<file path="config.mk">
export PLATFORM = sky130hd
export DESIGN_NAME = detector_occupancy_conditioner
export DESIGN_NICKNAME = d
export VERILOG_FILES = /design/src/hw/rtl/detocc_pkg.sv /design/src/hw/rtl/detocc_cfg_regs.sv /design/src/hw/rtl/detocc_core.sv /design/src/hw/rtl/detector_occupancy_conditioner.sv
export SDC_FILE = /design/constraint.sdc
export NUM_CORES = 1
export LEC_CHECK = 0
export BUFFER_PORTS_ARGS = -buffer_cell sky130_fd_sc_hd__buf_2
export CORE_ASPECT_RATIO = 0.75
export CORE_UTILIZATION = 50
export DETAILED_ROUTE_END_ITERATION = 12
export PLACE_DENSITY = 0.76
export SETUP_SLACK_MARGIN = 0.1
export SYNTH_ARGS = -nofsm -noshare
export SYNTH_HDL_FRONTEND = slang
export SYNTH_SLANG_ARGS = --single-unit
export TNS_END_PERCENT = 10
</file>
<file path="constraint.sdc">
create_clock -name clk -period 5.7 [get_ports clk]
set_clock_uncertainty 0.15 [all_clocks]
set_input_delay 1.14 -clock clk [delete_from_list [all_inputs] [get_ports clk]]
set_output_delay 1.14 -clock clk [all_outputs]
set_load 0.02 [all_outputs]
</file>
<file path="src/hw/rtl/detocc_pkg.sv">
`timescale 1ns / 1ps

package detocc_pkg;

  localparam int TENTHS_WIDTH  = 16;
  localparam int MINUTES_WIDTH = 10;
  localparam int FLUTTER_W     = 12;
  localparam int EDGE_W        = 8;
  localparam int ELAPSED_W     = 8;

  localparam int IN_TDATA_W  = 16;
  localparam int OUT_TDATA_W = 16;
  localparam int CFG_ADDR_W  = 5;
  localparam int CFG_DATA_W  = 32;

  // register index, byte address is 4 * index
  typedef enum logic [2:0] {
    REG_DEBOUNCE_TENTHS   = 3'd0,
    REG_HOLD_TENTHS       = 3'd1,
    REG_OCC_GUARD_MINUTES = 3'd2,
    REG_EMPTY_GUARD_MIN   = 3'd3,
    REG_FLUTTER_WINDOW    = 3'd4,
    REG_FLUTTER_EDGES     = 3'd5
  } reg_idx_t;

  typedef struct packed {
    logic [TENTHS_WIDTH-1:0]  debounce_tenths;
    logic [TENTHS_WIDTH-1:0]  hold_tenths;
    logic [MINUTES_WIDTH-1:0] occupied_guard_minutes;
    logic [MINUTES_WIDTH-1:0] empty_guard_minutes;
    logic [FLUTTER_W-1:0]     flutter_window_seconds;
    logic [EDGE_W-1:0]        flutter_edge_limit;
  } cfg_t;

  typedef struct packed {
    logic                 occupied;
    logic [ELAPSED_W-1:0] elapsed_tenths;
    logic                 minute_pulse;
    logic                 second_pulse;
    logic                 empty_guard_enable;
  } tick_t;

  typedef struct packed {
    logic start_pulse;
    logic end_pulse;
    logic detected;
    logic debounced;
    logic debounce_running;
    logic hold_active;
    logic occupied_fault;
    logic occupied_guard_running;
    logic empty_fault;
    logic empty_guard_running;
    logic flutter_fault;
    logic flutter_window_running;
  } result_t;

endpackage

</file>
<file path="src/hw/rtl/detocc_cfg_regs.sv">
`timescale 1ns / 1ps

module detocc_cfg_regs (
  input  logic                               clk,
  input  logic                               rst_n,
  input  logic                               cfg_psel,
  input  logic                               cfg_penable,
  input  logic                               cfg_pwrite,
  input  logic [detocc_pkg::CFG_ADDR_W-1:0]  cfg_paddr,
  input  logic [detocc_pkg::CFG_DATA_W-1:0]  cfg_pwdata,
  output logic [detocc_pkg::CFG_DATA_W-1:0]  cfg_prdata,
  output logic                               cfg_pready,
  output detocc_pkg::cfg_t                   cfg
);
  import detocc_pkg::*;

  cfg_t     cfg_r;
  reg_idx_t idx;
  logic     wr_en;

  assign cfg_pready = 1'b1;
  assign idx        = reg_idx_t'(cfg_paddr[CFG_ADDR_W-1:2]);
  assign wr_en      = cfg_psel & cfg_penable & cfg_pwrite & cfg_pready;
  assign cfg        = cfg_r;

  always_ff @(posedge clk) begin
    if (!rst_n) begin
      cfg_r <= '0;
    end else if (wr_en) begin
      unique case (idx)
        REG_DEBOUNCE_TENTHS:   cfg_r.debounce_tenths <= cfg_pwdata[TENTHS_WIDTH-1:0];
        REG_HOLD_TENTHS:       cfg_r.hold_tenths <= cfg_pwdata[TENTHS_WIDTH-1:0];
        REG_OCC_GUARD_MINUTES: cfg_r.occupied_guard_minutes <= cfg_pwdata[MINUTES_WIDTH-1:0];
        REG_EMPTY_GUARD_MIN:   cfg_r.empty_guard_minutes <= cfg_pwdata[MINUTES_WIDTH-1:0];
        REG_FLUTTER_WINDOW:    cfg_r.flutter_window_seconds <= cfg_pwdata[FLUTTER_W-1:0];
        REG_FLUTTER_EDGES:     cfg_r.flutter_edge_limit <= cfg_pwdata[EDGE_W-1:0];
        default: ;
      endcase
    end
  end

  always_comb begin
    cfg_prdata = '0;
    unique case (idx)
      REG_DEBOUNCE_TENTHS:   cfg_prdata = CFG_DATA_W'(cfg_r.debounce_tenths);
      REG_HOLD_TENTHS:       cfg_prdata = CFG_DATA_W'(cfg_r.hold_tenths);
      REG_OCC_GUARD_MINUTES: cfg_prdata = CFG_DATA_W'(cfg_r.occupied_guard_minutes);
      REG_EMPTY_GUARD_MIN:   cfg_prdata = CFG_DATA_W'(cfg_r.empty_guard_minutes);
      REG_FLUTTER_WINDOW:    cfg_prdata = CFG_DATA_W'(cfg_r.flutter_window_seconds);
      REG_FLUTTER_EDGES:     cfg_prdata = CFG_DATA_W'(cfg_r.flutter_edge_limit);
      default:               cfg_prdata = '0;
    endcase
  end

endmodule

</file>
<file path="src/hw/rtl/detocc_core.sv">
`timescale 1ns / 1ps

module detocc_core (
  input  logic                clk,
  input  logic                rst_n,
  input  logic                step,
  input  detocc_pkg::tick_t   tick,
  input  detocc_pkg::cfg_t    cfg,
  output detocc_pkg::result_t result
);
  import detocc_pkg::*;

  logic det_r, deb_r, deb_run_r, hold_r;
  logic of_r, og_r, ef_r, eg_r, fl_r, fl_win_r;
  logic det_nxt, deb_nxt, deb_run_nxt, hold_nxt;
  logic of_nxt, og_nxt, ef_nxt, eg_nxt, fl_nxt, fl_win_nxt;

  logic [TENTHS_WIDTH-1:0]  deb_tmr_r, deb_tmr_nxt, hold_tmr_r, hold_tmr_nxt;
  logic [MINUTES_WIDTH-1:0] og_tmr_r, og_tmr_nxt, eg_tmr_r, eg_tmr_nxt;
  logic [FLUTTER_W-1:0]     fl_tmr_r, fl_tmr_nxt;
  logic [EDGE_W-1:0]        fl_cnt_r, fl_cnt_nxt;

  logic [TENTHS_WIDTH:0]    deb_sum, hold_sum;
  logic [TENTHS_WIDTH-1:0]  deb_sat, hold_sat;
  logic [MINUTES_WIDTH:0]   og_sum, eg_sum;
  logic [MINUTES_WIDTH-1:0] og_sat, eg_sat;
  logic [EDGE_W-1:0]        fl_cnt_inc;
  logic                     fl_en, start, stop;

  // saturating timer adds
  assign deb_sum  = {1'b0, deb_tmr_r} + (TENTHS_WIDTH+1)'(tick.elapsed_tenths);
  assign hold_sum = {1'b0, hold_tmr_r} + (TENTHS_WIDTH+1)'(tick.elapsed_tenths);
  assign deb_sat  = deb_sum[TENTHS_WIDTH] ? '1 : deb_sum[TENTHS_WIDTH-1:0];
  assign hold_sat = hold_sum[TENTHS_WIDTH] ? '1 : hold_sum[TENTHS_WIDTH-1:0];
  assign og_sum   = {1'b0, og_tmr_r} + (MINUTES_WIDTH+1)'(tick.minute_pulse);
  assign eg_sum   = {1'b0, eg_tmr_r} + (MINUTES_WIDTH+1)'(tick.minute_pulse);
  assign og_sat   = og_sum[MINUTES_WIDTH] ? '1 : og_sum[MINUTES_WIDTH-1:0];
  assign eg_sat   = eg_sum[MINUTES_WIDTH] ? '1 : eg_sum[MINUTES_WIDTH-1:0];
  assign fl_cnt_inc = (fl_cnt_r == '1) ? fl_cnt_r : fl_cnt_r + EDGE_W'(1);
  assign fl_en = (cfg.flutter_window_seconds != '0) && (cfg.flutter_edge_limit != '0);

  always_comb begin
    det_nxt      = det_r;
    deb_nxt      = deb_r;
    deb_run_nxt  = deb_run_r;
    hold_nxt     = hold_r;
    of_nxt       = of_r;
    og_nxt       = og_r;
    ef_nxt       = ef_r;
    eg_nxt       = eg_r;
    fl_nxt       = fl_r;
    fl_win_nxt   = fl_win_r;
    deb_tmr_nxt  = deb_tmr_r;
    hold_tmr_nxt = hold_tmr_r;
    og_tmr_nxt   = og_tmr_r;
    eg_tmr_nxt   = eg_tmr_r;
    fl_tmr_nxt   = fl_tmr_r;
    fl_cnt_nxt   = fl_cnt_r;
    start        = 1'b0;
    stop         = 1'b0;

    if (tick.occupied) begin
      if (!det_r) begin
        // leading edge
        start        = 1'b1;
        det_nxt      = 1'b1;
        deb_run_nxt  = 1'b1;
        hold_nxt     = 1'b1;
        eg_nxt       = 1'b1;
        ef_nxt       = 1'b0;
        hold_tmr_nxt = '0;
        eg_tmr_nxt   = '0;
        if (cfg.debounce_tenths == '0) begin
          deb_nxt     = 1'b1;
          deb_run_nxt = 1'b0;
        end
      end else begin
        if (deb_run_r) begin
          deb_tmr_nxt = deb_sat;
          if (deb_sat >= cfg.debounce_tenths) begin
            deb_nxt     = 1'b1;
            deb_run_nxt = 1'b0;
          end
        end
        if (og_tmr_r < cfg.occupied_guard_minutes) begin
          og_tmr_nxt = og_sat;
        end else begin
          og_nxt = 1'b0;
          of_nxt = (cfg.occupied_guard_minutes != '0);
        end
      end
    end else begin
      if (det_r) begin
        // trailing edge
        stop        = 1'b1;
        og_nxt      = 1'b1;
        det_nxt     = 1'b0;
        deb_nxt     = 1'b0;
        deb_run_nxt = 1'b0;
        of_nxt      = 1'b0;
        deb_tmr_nxt = '0;
        og_tmr_nxt  = '0;
        if (cfg.hold_tenths == '0) begin
          hold_nxt = 1'b0;
        end
      end else begin
        if (hold_r) begin
          hold_tmr_nxt = hold_sat;
          if (hold_sat >= cfg.hold_tenths) begin
            hold_nxt = 1'b0;
          end
        end
        if (eg_tmr_r < cfg.empty_guard_minutes) begin
          if (tick.empty_guard_enable) begin
            eg_tmr_nxt = eg_sat;
          end
        end else begin
          eg_nxt = 1'b0;
          ef_nxt = (cfg.empty_guard_minutes != '0);
        end
      end
    end

    // flutter: edge count first, then the second tick on the updated timer
    if (fl_en) begin
      if (start && (fl_cnt_r < cfg.flutter_edge_limit)) begin
        fl_cnt_nxt = fl_cnt_inc;
        if (fl_cnt_inc >= cfg.flutter_edge_limit) begin
          fl_nxt     = 1'b1;
          fl_tmr_nxt = '0;
          fl_cnt_nxt = '0;
        end
      end
      if (tick.second_pulse) begin
        fl_win_nxt = 1'b1;
        if (fl_tmr_nxt < cfg.flutter_window_seconds) begin
          fl_tmr_nxt = (fl_tmr_nxt == '1) ? fl_tmr_nxt : fl_tmr_nxt + FLUTTER_W'(1);
        end else begin
          fl_nxt     = 1'b0;
          fl_tmr_nxt = '0;
          fl_cnt_nxt = '0;
        end
      end
    end else begin
      fl_nxt     = 1'b0;
      fl_win_nxt = 1'b0;
      fl_tmr_nxt = '0;
      fl_cnt_nxt = '0;
    end
  end

  always_ff @(posedge clk) begin
    if (!rst_n) begin
      det_r      <= 1'b0;
      deb_r      <= 1'b0;
      deb_run_r  <= 1'b0;
      hold_r     <= 1'b0;
      of_r       <= 1'b0;
      og_r       <= 1'b0;
      ef_r       <= 1'b0;
      eg_r       <= 1'b0;
      fl_r       <= 1'b0;
      fl_win_r   <= 1'b0;
      deb_tmr_r  <= '0;
      hold_tmr_r <= '0;
      og_tmr_r   <= '0;
      eg_tmr_r   <= '0;
      fl_tmr_r   <= '0;
      fl_cnt_r   <= '0;
    end else if (step) begin
      det_r      <= det_nxt;
      deb_r      <= deb_nxt;
      deb_run_r  <= deb_run_nxt;
      hold_r     <= hold_nxt;
      of_r       <= of_nxt;
      og_r       <= og_nxt;
      ef_r       <= ef_nxt;
      eg_r       <= eg_nxt;
      fl_r       <= fl_nxt;
      fl_win_r   <= fl_win_nxt;
      deb_tmr_r  <= deb_tmr_nxt;
      hold_tmr_r <= hold_tmr_nxt;
      og_tmr_r   <= og_tmr_nxt;
      eg_tmr_r   <= eg_tmr_nxt;
      fl_tmr_r   <= fl_tmr_nxt;
      fl_cnt_r   <= fl_cnt_nxt;
    end
  end

  assign result.start_pulse            = start;
  assign result.end_pulse              = stop;
  assign result.detected               = det_nxt;
  assign result.debounced              = deb_nxt;
  assign result.debounce_running       = deb_run_nxt;
  assign result.hold_active            = hold_nxt;
  assign result.occupied_fault         = of_nxt;
  assign result.occupied_guard_running = og_nxt;
  assign result.empty_fault            = ef_nxt;
  assign result.empty_guard_running    = eg_nxt;
  assign result.flutter_fault          = fl_nxt;
  assign result.flutter_window_running = fl_win_nxt;

  // hold is set at every leading edge and only cleared while empty
  a_hold_covers_detect: assert property (@(posedge clk) disable iff (!rst_n)
    det_r |-> hold_r) else $error("hold flag low while detected");

  a_debounce_exclusive: assert property (@(posedge clk) disable iff (!rst_n)
    !(deb_r && deb_run_r)) else $error("debounced and debounce timer both set");

  a_debounce_needs_detect: assert property (@(posedge clk) disable iff (!rst_n)
    (deb_r || deb_run_r || of_r) |-> det_r)
    else $error("occupied-side flag set without detection");

  a_empty_fault_when_empty: assert property (@(posedge clk) disable iff (!rst_n)
    ef_r |-> !det_r) else $error("empty fault while detected");

  a_flutter_off: assert property (@(posedge clk) disable iff (!rst_n)
    (step && !fl_en) |=> (!fl_r && !fl_win_r && fl_cnt_r == '0))
    else $error("flutter state not cleared while disabled");

endmodule

</file>
<file path="src/hw/rtl/detector_occupancy_conditioner.sv">
`timescale 1ns / 1ps

// detector occupancy conditioner, one loop detector per instance
//
// in_*  : one tick item per transfer, raw occupied bit, elapsed tenths,
//         minute/second pulses and empty guard enable
// out_* : one result item per tick, edge pulses and all condition flags
//         as they stand after that tick
// cfg_* : apb-style register port, six registers at byte address 4*i, to be
//         written by the user only while no item is in flight (unenforced)
//
// an accepted item lands in an input register; the state update then runs
// in one pass and its result is registered in the result register, which
// offers it; an output stall can hold the item in the input register first.
// throughput is one item per cycle while out_tready stays high, set by the
// one-pass state update loop in the core
// a stalled out_tready holds the result register; the input register still
// drains into it once it empties, and in_tready drops only when both are full
// reset clears config regs, timers, flags and both valid bits, not payloads

module detector_occupancy_conditioner (
  input  logic                                clk,
  input  logic                                rst_n,
  input  logic                                in_tvalid,
  output logic                                in_tready,
  // [0] occupied, [8:1] elapsed_tenths, [9] minute_pulse, [10] second_pulse,
  // [11] empty_guard_enable, [15:12] zero
  input  logic [detocc_pkg::IN_TDATA_W-1:0]   in_tdata,
  output logic                                out_tvalid,
  input  logic                                out_tready,
  // [0] start_pulse, [1] end_pulse, [2] detected, [3] debounced,
  // [4] debounce_running, [5] hold_active, [6] occupied_fault,
  // [7] occupied_guard_running, [8] empty_fault, [9] empty_guard_running,
  // [10] flutter_fault, [11] flutter_window_running, [15:12] zero
  output logic [detocc_pkg::OUT_TDATA_W-1:0]  out_tdata,
  input  logic                                cfg_psel,
  input  logic                                cfg_penable,
  input  logic                                cfg_pwrite,
  input  logic [detocc_pkg::CFG_ADDR_W-1:0]   cfg_paddr,
  input  logic [detocc_pkg::CFG_DATA_W-1:0]   cfg_pwdata,
  output logic [detocc_pkg::CFG_DATA_W-1:0]   cfg_prdata,
  output logic                                cfg_pready
);
  import detocc_pkg::*;

  cfg_t    cfg;
  tick_t   tick_r;
  logic    tick_valid_r;
  result_t result;
  result_t res_r;
  logic    out_valid_r;
  logic    advance;
  logic    in_accept;

  detocc_cfg_regs u_cfg (
    .clk         (clk),
    .rst_n       (rst_n),
    .cfg_psel    (cfg_psel),
    .cfg_penable (cfg_penable),
    .cfg_pwrite  (cfg_pwrite),
    .cfg_paddr   (cfg_paddr),
    .cfg_pwdata  (cfg_pwdata),
    .cfg_prdata  (cfg_prdata),
    .cfg_pready  (cfg_pready),
    .cfg         (cfg)
  );

  // the input register moves on when the result register is free
  assign advance   = tick_valid_r && (!out_valid_r || out_tready);
  assign in_tready = !tick_valid_r || advance;
  assign in_accept = in_tvalid && in_tready;

  always_ff @(posedge clk) begin
    if (!rst_n) begin
      tick_valid_r <= 1'b0;
    end else if (in_tready) begin
      tick_valid_r <= in_tvalid;
    end
  end

  // payload, no reset needed
  always_ff @(posedge clk) begin
    if (in_accept) begin
      tick_r.occupied           <= in_tdata[0];
      tick_r.elapsed_tenths     <= in_tdata[8:1];
      tick_r.minute_pulse       <= in_tdata[9];
      tick_r.second_pulse       <= in_tdata[10];
      tick_r.empty_guard_enable <= in_tdata[11];
    end
  end

  detocc_core u_core (
    .clk    (clk),
    .rst_n  (rst_n),
    .step   (advance),
    .tick   (tick_r),
    .cfg    (cfg),
    .result (result)
  );

  always_ff @(posedge clk) begin
    if (!rst_n) begin
      out_valid_r <= 1'b0;
    end else if (advance) begin
      out_valid_r <= 1'b1;
    end else if (out_tready) begin
      out_valid_r <= 1'b0;
    end
  end

  always_ff @(posedge clk) begin
    if (advance) begin
      res_r <= result;
    end
  end

  assign out_tvalid = out_valid_r;
  assign out_tdata  = {4'b0000,
                       res_r.flutter_window_running,
                       res_r.flutter_fault,
                       res_r.empty_guard_running,
                       res_r.empty_fault,
                       res_r.occupied_guard_running,
                       res_r.occupied_fault,
                       res_r.hold_active,
                       res_r.debounce_running,
                       res_r.debounced,
                       res_r.detected,
                       res_r.end_pulse,
                       res_r.start_pulse};

endmodule
</file>
[Yosys cells after proc, flatten, opt, wreduce, memory -nomap -nowiden]
Cells that the tools add are included.
Storage, ports and cells
  input port bits: 60
  word-level logic and storage cells: 177
  flip-flop bits (word level): 180
  output and inout bits: 51
Operators by class
  reductions and logical operators: 29
  magnitude comparators: 7
  equality and inequality tests: 9
  muxes and demuxes: 82
  bitwise operators: 3
  $add $sub $neg: 6
Operator list (number)
  $mux W16: 10
  $mux W10: 11
  $pmux W16 S6: 1
  $mux W12: 7
  $mux W8: 6
  $mux W1: 47
  $add A16 B8 Y17: 2
  $ge A16 B16 Y1: 2
  $logic_not A16 Y1: 2
  $add A10 B1 Y11: 2
  $lt A10 B10 Y1: 2
  $reduce_bool A10 Y1: 2
  $add A12 B1 Y12 const B: 1
  $eq A12 B12 Y1 const B: 1
  $lt A12 B12 Y1: 1
  $reduce_and A2 Y1: 6
  $reduce_bool A12 Y1: 1
  $reduce_and A3 Y1: 3
  $add A8 B1 Y8 const B: 1
  $eq A8 B8 Y1 const B: 1
  $ge A8 B8 Y1: 1
  $lt A8 B8 Y1: 1
  $reduce_bool A2 Y1: 4
  $reduce_bool A8 Y1: 1
  11 further kinds: 20

[Longest topological paths before layout]
  word-level depth: 11
  depth in mapped cells: 22
  mapped depth without buffers: 20

[Cells and area by module]
A second synthesis with hierarchy kept.
Second synthesis, totals
  cells, all modules: 1356
  area total of the unflattened synthesis: 11641.2 um^2
Modules (own cells, without submodules)
  detocc_core: seq. area each 1641.6 um^2, area each 7340.8 um^2, cells each 967, instances 1
  detocc_cfg_regs: seq. area each 1441.4 um^2, area each 3442.1 um^2, cells each 351, instances 1
  detector_occupancy_conditioner: seq. area each 760.7 um^2, area each 858.3 um^2, cells each 38, instances 1

[Worst setup path after synthesis]
No wires, ideal clock.
  kind: reg2reg
  from: register u_core.fl_cnt_r[0]
  to: register u_core.fl_cnt_r[0]
  path buffers: 2
  data arrival time: 4405 ps
  stages on the path, launching flop included: 22
  path slack: 1071 ps
  library setup time: 74 ps
  data required time: 5476 ps
  clock period less this slack: 4629 ps
  cell sequence: dfxtp_1 ha_1 nand2_1 nor2_1 nand3_1 xnor2_1 ha_1 nand2b_1 a2111oi_2 o31ai_1 nand2_1 buf_2 clkbuf_1 and2_1 ha_1 a21oi_1 o21ai_1 a2111oi_4 a22oi_4 nor4_4 a21oi_1 a31oi_1
On the way
  word-level cells in the longest chain between the ends: 10
  elaborated cells between the ends (all ways): 15
  classes of those cells: add/sub (1); order compare (3); eq/ne (1); mux (9); reduce/logical (1)
RTL lines
  start: declaration: RTL line detocc_core.sv:21  | logic [EDGE_W-1:0] fl_cnt_r, fl_cnt_nxt;
  start signal: assignment: RTL line detocc_core.sv:186  | fl_cnt_r <= fl_cnt_nxt;
  $add A8 B1 Y8 / $eq A8 B8 Y1 (equally long branches): RTL line detocc_core.sv:39  | assign fl_cnt_inc = (fl_cnt_r == '1) ? fl_cnt_r : fl_cnt_r + EDGE_W'(1);
  $mux W8: RTL line detocc_core.sv:39
  $ge A8 B8 Y1: RTL line detocc_core.sv:128  | if (fl_cnt_inc >= cfg.flutter_edge_limit) begin
  $mux W12: RTL line detocc_core.sv:128
  $mux W12: RTL line detocc_core.sv:126  | if (start && (fl_cnt_r < cfg.flutter_edge_limit)) begin
  $mux W12: RTL line detocc_core.sv:125  | if (fl_en) begin
  $lt A12 B12 Y1: RTL line detocc_core.sv:136  | if (fl_tmr_nxt < cfg.flutter_window_seconds) begin
  $mux W8: RTL line detocc_core.sv:136
  $mux W8 *: RTL line detocc_core.sv:134  | if (tick.second_pulse) begin
  $mux W8 *: RTL line detocc_core.sv:125
Every way passes the cells marked *; elsewhere a longest branch is shown, timed or not. The select of a mux whose other input is x is not followed.
A chain may end at the register's enable or synchronous reset.

[Worst setup path in the final report]
  from: register u_core.fl_cnt_r[0]
  to: register u_core.fl_tmr_r[9]
On the way
  word-level cells in the longest chain between the ends: 11
  elaborated cells between the ends (all ways): 16
  classes of those cells: add/sub (2); order compare (3); eq/ne (2); mux (8); reduce/logical (1)
RTL lines
  $add A8 B1 Y8 / $eq A8 B8 Y1 (equally long branches): RTL line detocc_core.sv:39
  $mux W8: RTL line detocc_core.sv:39
  $ge A8 B8 Y1: RTL line detocc_core.sv:128
  $mux W12: RTL line detocc_core.sv:128
  $mux W12 *: RTL line detocc_core.sv:126
  $mux W12 *: RTL line detocc_core.sv:125
  $add A12 B1 Y12 / $eq A12 B12 Y1 (equally long branches): RTL line detocc_core.sv:137  | fl_tmr_nxt = (fl_tmr_nxt == '1) ? fl_tmr_nxt : fl_tmr_nxt + FLUTTER_W'(1);
  $mux W12: RTL line detocc_core.sv:137
  $mux W12: RTL line detocc_core.sv:136
  $mux W12 *: RTL line detocc_core.sv:134
  $mux W12 *: RTL line detocc_core.sv:125
  end signal: assignment: RTL line detocc_core.sv:185  | fl_tmr_r <= fl_tmr_nxt;
  end: declaration: RTL line detocc_core.sv:20  | logic [FLUTTER_W-1:0] fl_tmr_r, fl_tmr_nxt;
Marks and branches as above.

==> impl_metrics.py <==
metrics = {
    "grt": {
        "first_global_vias": 9274,
        "grt_max_degree": 86,
        "grt_pass1_wl_um": 50300,
        "grt_overflow_total": 0,
        "grt_util_all_layers_pct": 27.3,
        "grt_antenna_before_repair": 0,
    },
    "timing": {
        "rsz0062_at_grt": "false",
        "finalSetupViolCount": 0,
        "slew_headroom_pct": 18.7,
        "fin_crit_sh_pct": 90.9,
        "hold_slack_ns": 0.323,
        "hold_viol": 0,
        "fin_crit_ns": 5.18,
        "max_freq_mhz": 193,
        "worst_pin_slew_ns": 1.21,
        "report.final.slew_viol_count": 0,
        "tns_ns": 0,
    },
    "route": {
        "wl_met2_um": 13200,
        "drt_iter0_markers": 1102,
        "wl_met3_um": 3040,
        "drtAntennaViolNets": 0,
        "wl_per_cell_um": 18.3,
        "wl_met1_um": 15000,
        "top_layer_used": "met4",
        "wirelength_um": 31700,
        "viasPerCell": 6.02,
        "dr.pass1.iters": 7,
        "vias": 10400,
        "remaining_drc_errors": 0,
    },
    "placement": {
        "hpwl_um": 23100,
        "place_congestion": 0.905,
        "place_inst": 1698,
        "portBuffers": 67,
    },
    "die": {
        "core_um2": 22300,
        "io_pins": 111,
        "dieArea_um2": 23500,
        "die_y_um": 133,
        "die_x_um": 177,
        "floorplan.initialDensity_pct": 51.4,
        "num_rows": 47,
    },
    "setup_path": {
        "slowest_delay_ns": 0.50,
        "crit_required_ns": 5.93,
        "cp.arrival_ns": 5.42,
        "path_class": "flop to flop",
        "start_kind": "flop",
        "cp-startpoint": "u_core.fl_cnt_r[0]$_SDFFE_PN0P_",
        "crit-reg2reg-launch": "u_core.fl_cnt_r[0]$_SDFFE_PN0P_",
        "crit_path_frequent_cell": "ha_1",
        "end_kind": "flop",
        "crit_fanout": 8,
        "crit_chain": "ha_1, nand2_1, nor2_1, a31oi_1, nand3_1, xnor2_1, ha_1, nand4_1, o31ai_2, and2_1, nor2_1, ha_1, a21oi_2, o21ai_2, a2111oi_4, a22oi_4, nand4b_1, o21ba_2, a31oi_1",
        "crit_slowest_cell": "and2_1",
    },
    "flow_run": {
        "drv_cap": 0,
    },
    "finish": {
        "drive_above_1_share_pct": 11.6,
        "nNetsFinal": 1583,
        "n_antenna_cell": 0,
        "fin_cells": 1730,
        "area_growth_pct": 9.44,
    },
    "power": {
        "power_mw": 2.80,
        "power.leakage_nw": 4.87,
        "p_per_area_nw_per_um2": 224,
        "max-vdd-ir-drop_mv": 0.243,
    },
    "logic_synthesis": {
        "synth-edff-count": 24,
        "synth_top_area_share_pct": 27.3,
        "synth_largest_area_cell": "dfxtp_1",
        "ys_seq_area_share_pct": 33.6,
        "synthTopCellsByCount": "164 x nand2_1, 156 x dfxtp_1, 133 x nor2_1, 103 x a21oi_1, 98 x ha_1",
        "yosysUniqueCellTypes": 82,
        "ys.warnings.count": 0,
        "avgSynthCellArea_um2": 8.27,
        "synthTopCellsByArea": "dfxtp_1 27%, ha_1 11%, edfxtp_1 6.3%",
        "synth_cells": 1385,
        "post_synth_instance_area_um2": 11500,
        "yosysMostFrequentCell": "nand2_1",
        "async_flop_share_pct": 0,
        "synth_flop_cell": "dfxtp_1",
        "ys_seq_elements": 180,
    },
    "clocking": {
        "post_cts_buffers": 0,
        "path_clk_slew_ns": 0.08,
        "cts_buffer_depth": 2,
        "root_buffer": "clkbuf_16",
        "cts-htree-levels": 4,
        "cts_buffers": 17,
        "clk_latency_ns": 0.46,
        "cts_tree": "done",
        "cts.sinks": 180,
    },
    "hold_path": {
        "hp-class": "flop to flop",
        "hold_start": "u_core.deb_tmr_r[0]$_SDFFE_PN0P_",
    },
    "status": {
        "outcome": "complete, no violations",
    },
}
-- path summary, 6_finish.rpt --
kind	endpoint	slack [ns]	depth (start not counted)
worst min-delay path	u_core.deb_tmr_r[0]$_SDFFE_PN0P_	0.32	2
worst max register to register	u_core.fl_tmr_r[9]$_SDFFE_PN0P_	0.52	19
worst max-delay path	u_core.fl_tmr_r[9]$_SDFFE_PN0P_	0.52	19
worst min register to register	u_core.deb_tmr_r[0]$_SDFFE_PN0P_	0.32	2
-- routing by layer --
layer | global-route usage (%) | up-vias
li1 | - | 5033
met1 | 40.9 | 4893
met2 | 38.4 | 457
met3 | 6.55 | 37
met4 | 7.28 | 0
met5 | 0 | -
-- placed cells by master, fill, tap and decap left out, types with 11 or more instances in the layout --
cell / netlist / final
nand2_1: 164 / 163
dfxtp_1: 156 / 156
nor2_1: 133 / 133
a21oi_1: 103 / 103
ha_1: 98 / 98
inv_1: 94 / 93
buf_2: 14 / 67
o21ai_0: 56 / 56
mux2i_1: 55 / 55
nand3_1: 51 / 50
nor3_1: 27 / 25
a31oi_1: 24 / 24
and2_1: 24 / 24
edfxtp_1: 24 / 24
nor4_1: 23 / 23
a21o_1: 22 / 22
conb_1: 2 / 21
clkbuf_16: 0 / 19
nand2b_1: 17 / 17
nand4_1: 17 / 17
o221a_2: 16 / 16
and3_1: 15 / 15
o21a_1: 15 / 15
a22oi_1: 13 / 13
a22o_1: 12 / 12
a211oi_1: 11 / 11
xnor2_1: 11 / 11
-- where the power goes --
| part | total [mW] | internal, mW | switching [mW] | leakage [nW] |
|---|---|---|---|---|
| Sequential | 1.32 | 1.30 | 0.0178 | 1.49 |
| Clock | 1.23 | 0.634 | 0.599 | 0.297 |
| Combinational | 0.250 | 0.0755 | 0.174 | 3.08 |
| Total | 2.80 | 2.01 | 0.791 | 4.87 |
-- final cells by class --
type                       count  area, um2
clock inverter                13        129
tap                          294        368
multi-input combinational   1053       6960
fill                        1997       9750
clock buffer                  19        475
timing repair buffer          76        403
sequential                   180       3840
inverter                      95        358
-- state kept, by name, summed over array words and instances (netlist names), 8 cells and up --
signal             flops
tick_r                12
u_core.eg_tmr_r       10
u_core.deb_tmr_r      16
u_core.fl_cnt_r        8
u_core.fl_tmr_r       12
u_cfg.cfg             72
u_core.og_tmr_r       10
u_core.hold_tmr_r     16
out_tdata             12
-- worst max-delay path: cells and delay by family (launching register included) --
family	cells	cell delay (ns)
AND/OR/NAND/NOR	7	1.64
AO/OA/AOI/OAI	8	1.87
adder cells (fa/ha/maj)	3	0.91
flip-flops	1	0.44
XOR/XNOR	1	0.09
-- what timing repair did --
item | CTS | global route
hold buffers | 0 | 0
resized for setup | 0 | 3
endpoints found under the setup margin | 0 | 22
-- metrics by stage --
stage          utilization, %  worst slack (ns)  area, um2
2_1_floorplan               -              1.07      11500
3_3_place_gp             53.5             0.474      11900
3_5_place_dp             53.5             0.255      11900
4_1_cts                  56.2             0.254      12500
5_1_grt                  56.2             0.130      12500
6_report                 56.2             0.519      12500
-- logic make-up (layout without fill, tap and decap cells) --
group                    after synthesis  count (layout)  share of synthesized area [%]
XOR/XNOR                              20              20                           1.53
other                                  2              21                         0.0656
multiplexers                          64              64                           5.99
flip-flops                           180             180                           33.6
AND/OR/NAND/NOR                      505             505                           20.7
adder cells (fa/ha/maj)              100             100                           11.1
AO/OA/AOI/OAI                        343             343                           20.6
buffers and inverters                171             203                           6.51
Power figures use the tool's default switching activity.
